==> config.mk <==
export PLATFORM = sky130hd
export DESIGN_NAME = sit_div
export DESIGN_NICKNAME = d
export VERILOG_FILES = /design/src/design/sit_pkg.sv /design/src/design/sit_div.sv
export SDC_FILE = /design/constraint.sdc
export NUM_CORES = 2
export LEC_CHECK = 0
export ABC_AREA = 1
export ABC_CLOCK_PERIOD_IN_PS = 8000
export BUFFER_PORTS_ARGS = -buffer_cell sky130_fd_sc_hd__buf_2
export CAP_MARGIN = 20
export CORE_ASPECT_RATIO = 1.2
export CORE_UTILIZATION = 57
export CTS_BUF_LIST = sky130_fd_sc_hd__clkbuf_16
export CTS_CLUSTER_SIZE = 10
export DETAILED_ROUTE_END_ITERATION = 8
export GPL_TIMING_DRIVEN = 0
export PLACE_DENSITY = 0.85
export SLEW_MARGIN = 20
export SYNTH_ARGS = -nofsm -noshare
export SYNTH_HDL_FRONTEND = slang
export SYNTH_SLANG_ARGS = --single-unit
==> constraint.sdc <==
create_clock -name clk -period 8 [get_ports clk]
set_clock_uncertainty 0.15 [all_clocks]
set_input_delay 2 -clock clk [delete_from_list [all_inputs] [get_ports clk]]
set_output_delay 2 -clock clk [all_outputs]
set_load 0.02 [all_outputs]
==> src/design/sit_pkg.sv <==
// Shared widths, types and helpers for the segment intersection pipeline.
package sit_pkg;

	localparam int CW = 16;            // Q12.4 coordinate
	localparam int IW = CW + 1;        // endpoint, box corners need one more bit
	localparam int DW = IW + 1;        // endpoint difference
	localparam int PW = 2 * DW;        // cross product term
	localparam int SW = PW + 1;        // cross product
	localparam int MW = SW - 1;        // magnitude of a cross product
	localparam int RW = IW;            // magnitude of a segment-mode difference
	localparam int NW = MW + RW;       // dividend
	localparam int QW = RW;            // quotient bits, one per divider stage
	localparam int EDGE_LAT = 4;
	localparam int DIV_LAT = QW;
	localparam int LAT = EDGE_LAT + 1 + DIV_LAT;
	localparam int NEDGE = 4;
	localparam int OUT_W = 40;

	localparam logic CMD_SEG = 1'b0;
	localparam logic CMD_BOX = 1'b1;

	typedef logic signed [CW-1:0] coord_t;
	typedef logic signed [IW-1:0] ept_t;
	typedef logic signed [DW-1:0] diff_t;
	typedef logic signed [PW-1:0] prod_t;
	typedef logic signed [SW-1:0] sum_t;

	typedef struct packed {
		logic  hit;
		sum_t  t;
		sum_t  d;
		diff_t rx;
		diff_t ry;
	} edge_res_t;

	// num/den within [0,1], bounds included
	function automatic logic in_unit(sum_t num, sum_t den);
		logic r;
		if (den > 0)
			r = (num >= 0) && (num <= den);
		else
			r = (num <= 0) && (num >= den);
		return r;
	endfunction

	function automatic logic [MW-1:0] mag_sum(sum_t v);
		sum_t a;
		a = (v < 0) ? -v : v;
		return a[MW-1:0];
	endfunction

	function automatic logic [RW-1:0] mag_diff(diff_t v);
		diff_t a;
		a = (v < 0) ? -v : v;
		return a[RW-1:0];
	endfunction

endpackage

==> src/design/sit_div.sv <==
// Radix-2 restoring divider, one quotient bit per stage, with signed offset.
module sit_div (
	input  logic                    clk,
	input  logic                    en,
	input  logic [sit_pkg::NW-1:0]  num,
	input  logic [sit_pkg::MW-1:0]  den,
	input  logic                    neg,
	input  sit_pkg::coord_t         base,
	output sit_pkg::coord_t         point
);
	import sit_pkg::*;

	logic [MW-1:0] rem_s  [QW];
	logic [QW-1:0] low_s  [QW];
	logic [MW-1:0] den_s  [QW];
	logic [QW-1:0] quo_s  [QW];
	logic          neg_s  [QW];
	coord_t        base_s [QW];

	logic [MW-1:0] rem_in  [QW];
	logic [QW-1:0] low_in  [QW];
	logic [MW-1:0] den_in  [QW];
	logic [QW-1:0] quo_in  [QW];
	logic          neg_in  [QW];
	coord_t        base_in [QW];
	logic [MW:0]   trial   [QW];
	logic          take    [QW];
	logic [CW-1:0] qlo;

	always_comb begin
		rem_in[0]  = num[NW-1:QW];
		low_in[0]  = num[QW-1:0];
		den_in[0]  = den;
		quo_in[0]  = '0;
		neg_in[0]  = neg;
		base_in[0] = base;
		for (int k = 1; k < QW; k++) begin
			rem_in[k]  = rem_s[k-1];
			low_in[k]  = low_s[k-1];
			den_in[k]  = den_s[k-1];
			quo_in[k]  = quo_s[k-1];
			neg_in[k]  = neg_s[k-1];
			base_in[k] = base_s[k-1];
		end
		for (int k = 0; k < QW; k++) begin
			trial[k] = {rem_in[k], low_in[k][QW-1]};
			take[k]  = trial[k] >= {1'b0, den_in[k]};
		end
	end

	always_ff @(posedge clk) begin
		if (en) begin
			for (int k = 0; k < QW; k++) begin
				rem_s[k]  <= take[k] ? MW'(trial[k] - {1'b0, den_in[k]}) : trial[k][MW-1:0];
				quo_s[k]  <= {quo_in[k][QW-2:0], take[k]};
				low_s[k]  <= {low_in[k][QW-2:0], 1'b0};
				den_s[k]  <= den_in[k];
				neg_s[k]  <= neg_in[k];
				base_s[k] <= base_in[k];
			end
		end
	end

	// quotient truncates toward zero; the sum always fits the coordinate range
	assign qlo   = quo_s[QW-1][CW-1:0];
	assign point = base_s[QW-1] + coord_t'(neg_s[QW-1] ? -qlo : qlo);

endmodule
### After elaboration in Yosys (flattened, before gate mapping)

Memory sizes are Yosys's and may differ from the RTL's.
Index checks and enable logic that the tools add are counted.

* magnitude comparators: 17
* $add $sub $neg: 19
* muxes and demuxes: 20

Operators with widths (number)
* 37-bit by 36-bit greater-or-equal comparator with 1-bit output: 17
* 36-bit two-way mux: 17
* 36-bit subtractor: 17
* 16-bit adder: 1
* 16-bit two-way mux: 1
* 16-bit negator: 1
* 1-bit two-way mux: 2

* output and inout bits: 16
* RAM bits: 2074
* bits in registers: 0
* memories: 6
* bits of input ports: 108

Memory list
* den_s: words 17, bits a word 36, rd ports 16, clocked after memory_dff 0, wr ports 17, line sit_div.sv:15 `logic [MW-1:0] den_s [QW];`
* rem_s: words 17, bits a word 36, rd ports 16, clocked after memory_dff 0, wr ports 17, line sit_div.sv:13 `logic [MW-1:0] rem_s [QW];`
* quo_s: words 17, bits a word 17, rd ports 17, clocked after memory_dff 0, wr ports 17, line sit_div.sv:16 `logic [QW-1:0] quo_s [QW];`
* base_s: words 17, bits a word 16, rd ports 17, clocked after memory_dff 0, wr ports 17, line sit_div.sv:18 `coord_t base_s [QW];`
* low_s: words 17, bits a word 16, rd ports 16, clocked after memory_dff 0, wr ports 17, line sit_div.sv:14 `logic [QW-1:0] low_s [QW];`
* neg_s: words 17, bits a word 1, rd ports 17, clocked after memory_dff 0, wr ports 17, line sit_div.sv:17 `logic neg_s [QW];`

### Logic depth before layout (Yosys ltp)

An unclocked memory read counts as a cell.

* word-level depth: 4
* mapped depth: 18
* depth with buffers taken out: 18

### Least setup slack after synthesis

OpenSTA, ideal clock, no wires.

* kind: reg-to-output
* start: memory quo_s[0][272] (netlist bit)
* end: output port point[13]
* arrival time: 2426 ps
* setup slack: 3424 ps
* stages on the path, launching flop included: 14
* data required time: 5850 ps
* path buffers: 0
* cells stage by stage: edfxtp_1 inv_1 ha_1 nand3_1 nor2_1 nand4_1 o31ai_1 xnor2_1 ha_1 nand2_1 nor4_1 nand2_1 nand2_1 xor2_1

RTL lines
* start, declared: line sit_div.sv:16
* end, declared: line sit_div.sv:9 `output sit_pkg::coord_t point`

==> out/qor.csv <==
metric,value,unit
result of the run,"finished, final reports clean",
number of buffers created by CTS,198,
Worst setup EP type,primary output,
longest individual stage delay on the worst path,540,ps
buffer levels on the longest clock path,3,
total standard cell area after synthesis,107300,um^2
total number of H-tree levels,4,
Post-Synthesis Net Count,13924,
first-pass iteration count of the detailed router,6,
count of routing violations after the opening detailed-route iteration,9038,
global-route wire length before repair,497500,um
synthesis warning total,0,
number of antenna violations at the first check in global routing,15,
register area share after synthesis,47.95,%
net total in the final layout,14259,
via density per instance,5.515,
fraction of registers with async set or reset after synthesis,0,%
number of global-route vias before repair,83466,
Worst path most repeated cell,o21ai_0,
weighted congestion at the end of routability-driven global placement,1.027,
proportion of layout cells with a drive suffix above 1,5.516,%
total negative slack for setup checks,0,ps
register clock-pin slew on the reported worst setup and hold paths,50,ps
Root Driver,clkbuf_16,
final hold violation count,0,
number of routed nets with antenna violations,0,
Tcrit/Tclk final,76.28,%
port buffer count,123,
fraction of met3 tracks used by global routing,4.697,%
Die ar.,189900,um^2
xor/xnor share of the synthesized area,2.564,%
post-synthesis mux area share,0,%
global-route total usage across every layer,35.05,%
aggregate routed wire length,336900,um
number of top-level design ports,124,
prevailing post-synth register cell,edfxtp_1,
DIE WIDTH,398.0,um
VDD IR-drop max,0.2687,mV
core box area,187200,um^2
max_slew headroom,32.10,%
number of instances in the synthesized netlist,13168,
# hold bufs at CTS,0,
cell with the largest stage delay on the worst path,o21ai_0,
post-route worst hold slack,232.4,ps
Synth Area in Compound Gates,3.812,%
Crit path arrival time,3950,ps
overall die height,477.2,um
total number of placement rows,174,
count of unresolved DRC violations after routing,0,
highest attainable clock frequency,163.9,MHz
Initial Util,57.29,%
number of different library cells in the post-synthesis netlist,44,
most used routing layer in global routing,met2,
detailed-route via count,88407,
pwr dens,380.6,nW/um^2
top cell type by total area after synthesis,edfxtp_1,
critical path required time,5850,ps
Final Max Slew Viols,0,
Finish-stage setup viols,0,
clock insertion delay at the later pin of the skew report,880,ps
cell-by-cell trace of the critical path,clkbuf_1 -> o21ai_0 -> fa_1 -> nand2_1 -> nand3_1 -> o21ai_0 -> o21ai_0 -> nand3_1 -> nand2_1 -> xor2_1 -> buf_2,
average footprint of a synthesized cell,8.146,um^2
"post-synthesis share of cell area spent on full adders, half adders and majority gates",7.678,%
crit-path leading delay family,compound AO/OA/AOI/OAI gates,
"area fraction in and, or, nand and nor cells after synthesis",28.86,%
global route total overflow,0,
largest fanout on the critical path,10,
number of flops mapped to enable cells by yosys,1713,
class of the worst hold path,flip-flop to flip-flop,
Area contributors post-synth,"edfxtp_1 48%, nand2_1 16%, inv_1 7.8%",
fin area,117000,um^2
setup repair after global routing missed its margin,false,
fin crit period,6103,ps
Post-synth top cells,"4483 x nand2_1, 2221 x inv_1, 1713 x edfxtp_1",
combinational family with the most area after synthesis,simple AND/OR/NAND/NOR gates,
WS Path Type,flip-flop to primary output,
total leakage power,56.73,nW
synthesis-to-finish area growth,9.053,%
category of the worst setup path launch point,flip-flop,
met1 Usage GRT,44.74,%
number of synthesized register bits,1713,
clock tree from TritonCTS,built,
number of gates resized after cts,0,
CP bufs+invs,2,
max-capacitance violation count,0,
# Post-CTS Setup Buffers,0,
met2 Track Usage GR,56.99,%
slew at the pin closest to its max-slew limit,1008,ps
Area after DPL,111300,um^2
maximum number of pins on one net before global-route repair,155,
detailed-route wire length per cell,21.01,um
most used standard cell by instance count after synthesis,nand2_1,
detailed placement HPWL,275100,um
Synth top area share,47.95,%
# clock sinks,1713,
==> power breakdown <==
| part | internal (mW) | switching, mW |
|---|---|---|
| clock | 4.52 | 3.57 |
| combinational | 6.96 | 15.1 |
| sequential | 12.8 | 1.55 |
| total | 24.2 | 20.3 |
==> flip-flops by register name, indices dropped and copies added, names as in the netlist <==
name and cells:
base_s 272, den_s 576, low_s 136, neg_s 17
quo_s 136, rem_s 576
==> layout make-up <==
| cell class | instances | area (um^2) |
|---|---|---|
| fillers | 16675 | 70250 |
| flip-flops and latches | 1713 | 51440 |
| multi-input cells | 9022 | 46030 |
| inverters | 2266 | 8506 |
| clock buffers | 198 | 4955 |
| well taps | 2464 | 3083 |
| plain buffers | 167 | 1289 |
| repair buffers | 135 | 960.9 |
| clock inverters | 59 | 694.4 |
| diodes | 7 | 17.52 |
==> per-layer routing <==
layer | wire length (um) | vias to the layer above
li1 | - | 43174
met5 | 47 | -
met2 | 155400 | 3516
met3 | 23020 | 807
met4 | 22920 | 6
met1 | 135500 | 40904
==> through the flow <==
stage               worst slack, ps  util, %  total power, mW  instances
finish                         1897    62.48            44.52      16031
global route                   1698    62.47            47.30      16025
CTS                            1841    62.47            44.16      16024
global placement             -21660    59.27            36.29      15755
detailed placement             2655    59.45            35.99      15767
floorplan                      3424        -            28.65      13168
==> layout by cell type (no fill, tap or decap), drive strengths merged, types with 15 or more instances in the layout <==
cell type / count
nand2: 4533
inv: 2273
edfxtp: 1713
nand3: 1281
nor2: 1045
ha: 631
a21oi: 454
xor2: 296
buf: 288
clkbuf: 212
nor3: 157
nand3b: 153
nand4: 119
o21ai: 117
o21bai: 112
clkinv: 47
nor4: 35
xnor2: 18
fa: 17
a21boi: 16
o21a: 15
==> cell families after synthesis <==
family | after synthesis
xor+xnor | 314
fa+ha+maj | 648
simple gates | 7334
flops | 1713
buf+inv | 2433
compound gates | 726
==> worst paths after layout <==
path                                              start                 endpoint  slack (ps)  depth (start not counted)
worst min-delay path            base_s[0][20]$_DFFE_PP_  base_s[0][36]$_DFFE_PP_         230                          0
worst max register to register  den_s[0][120]$_DFFE_PP_  rem_s[0][145]$_DFFE_PP_        4700                         12
worst min register to register  base_s[0][20]$_DFFE_PP_  base_s[0][36]$_DFFE_PP_         230                          0
worst max-delay path             neg_s[0][16]$_DFFE_PP_                 point[8]        1900                         11
Note: power is estimated with default switching activity, not from simulation.
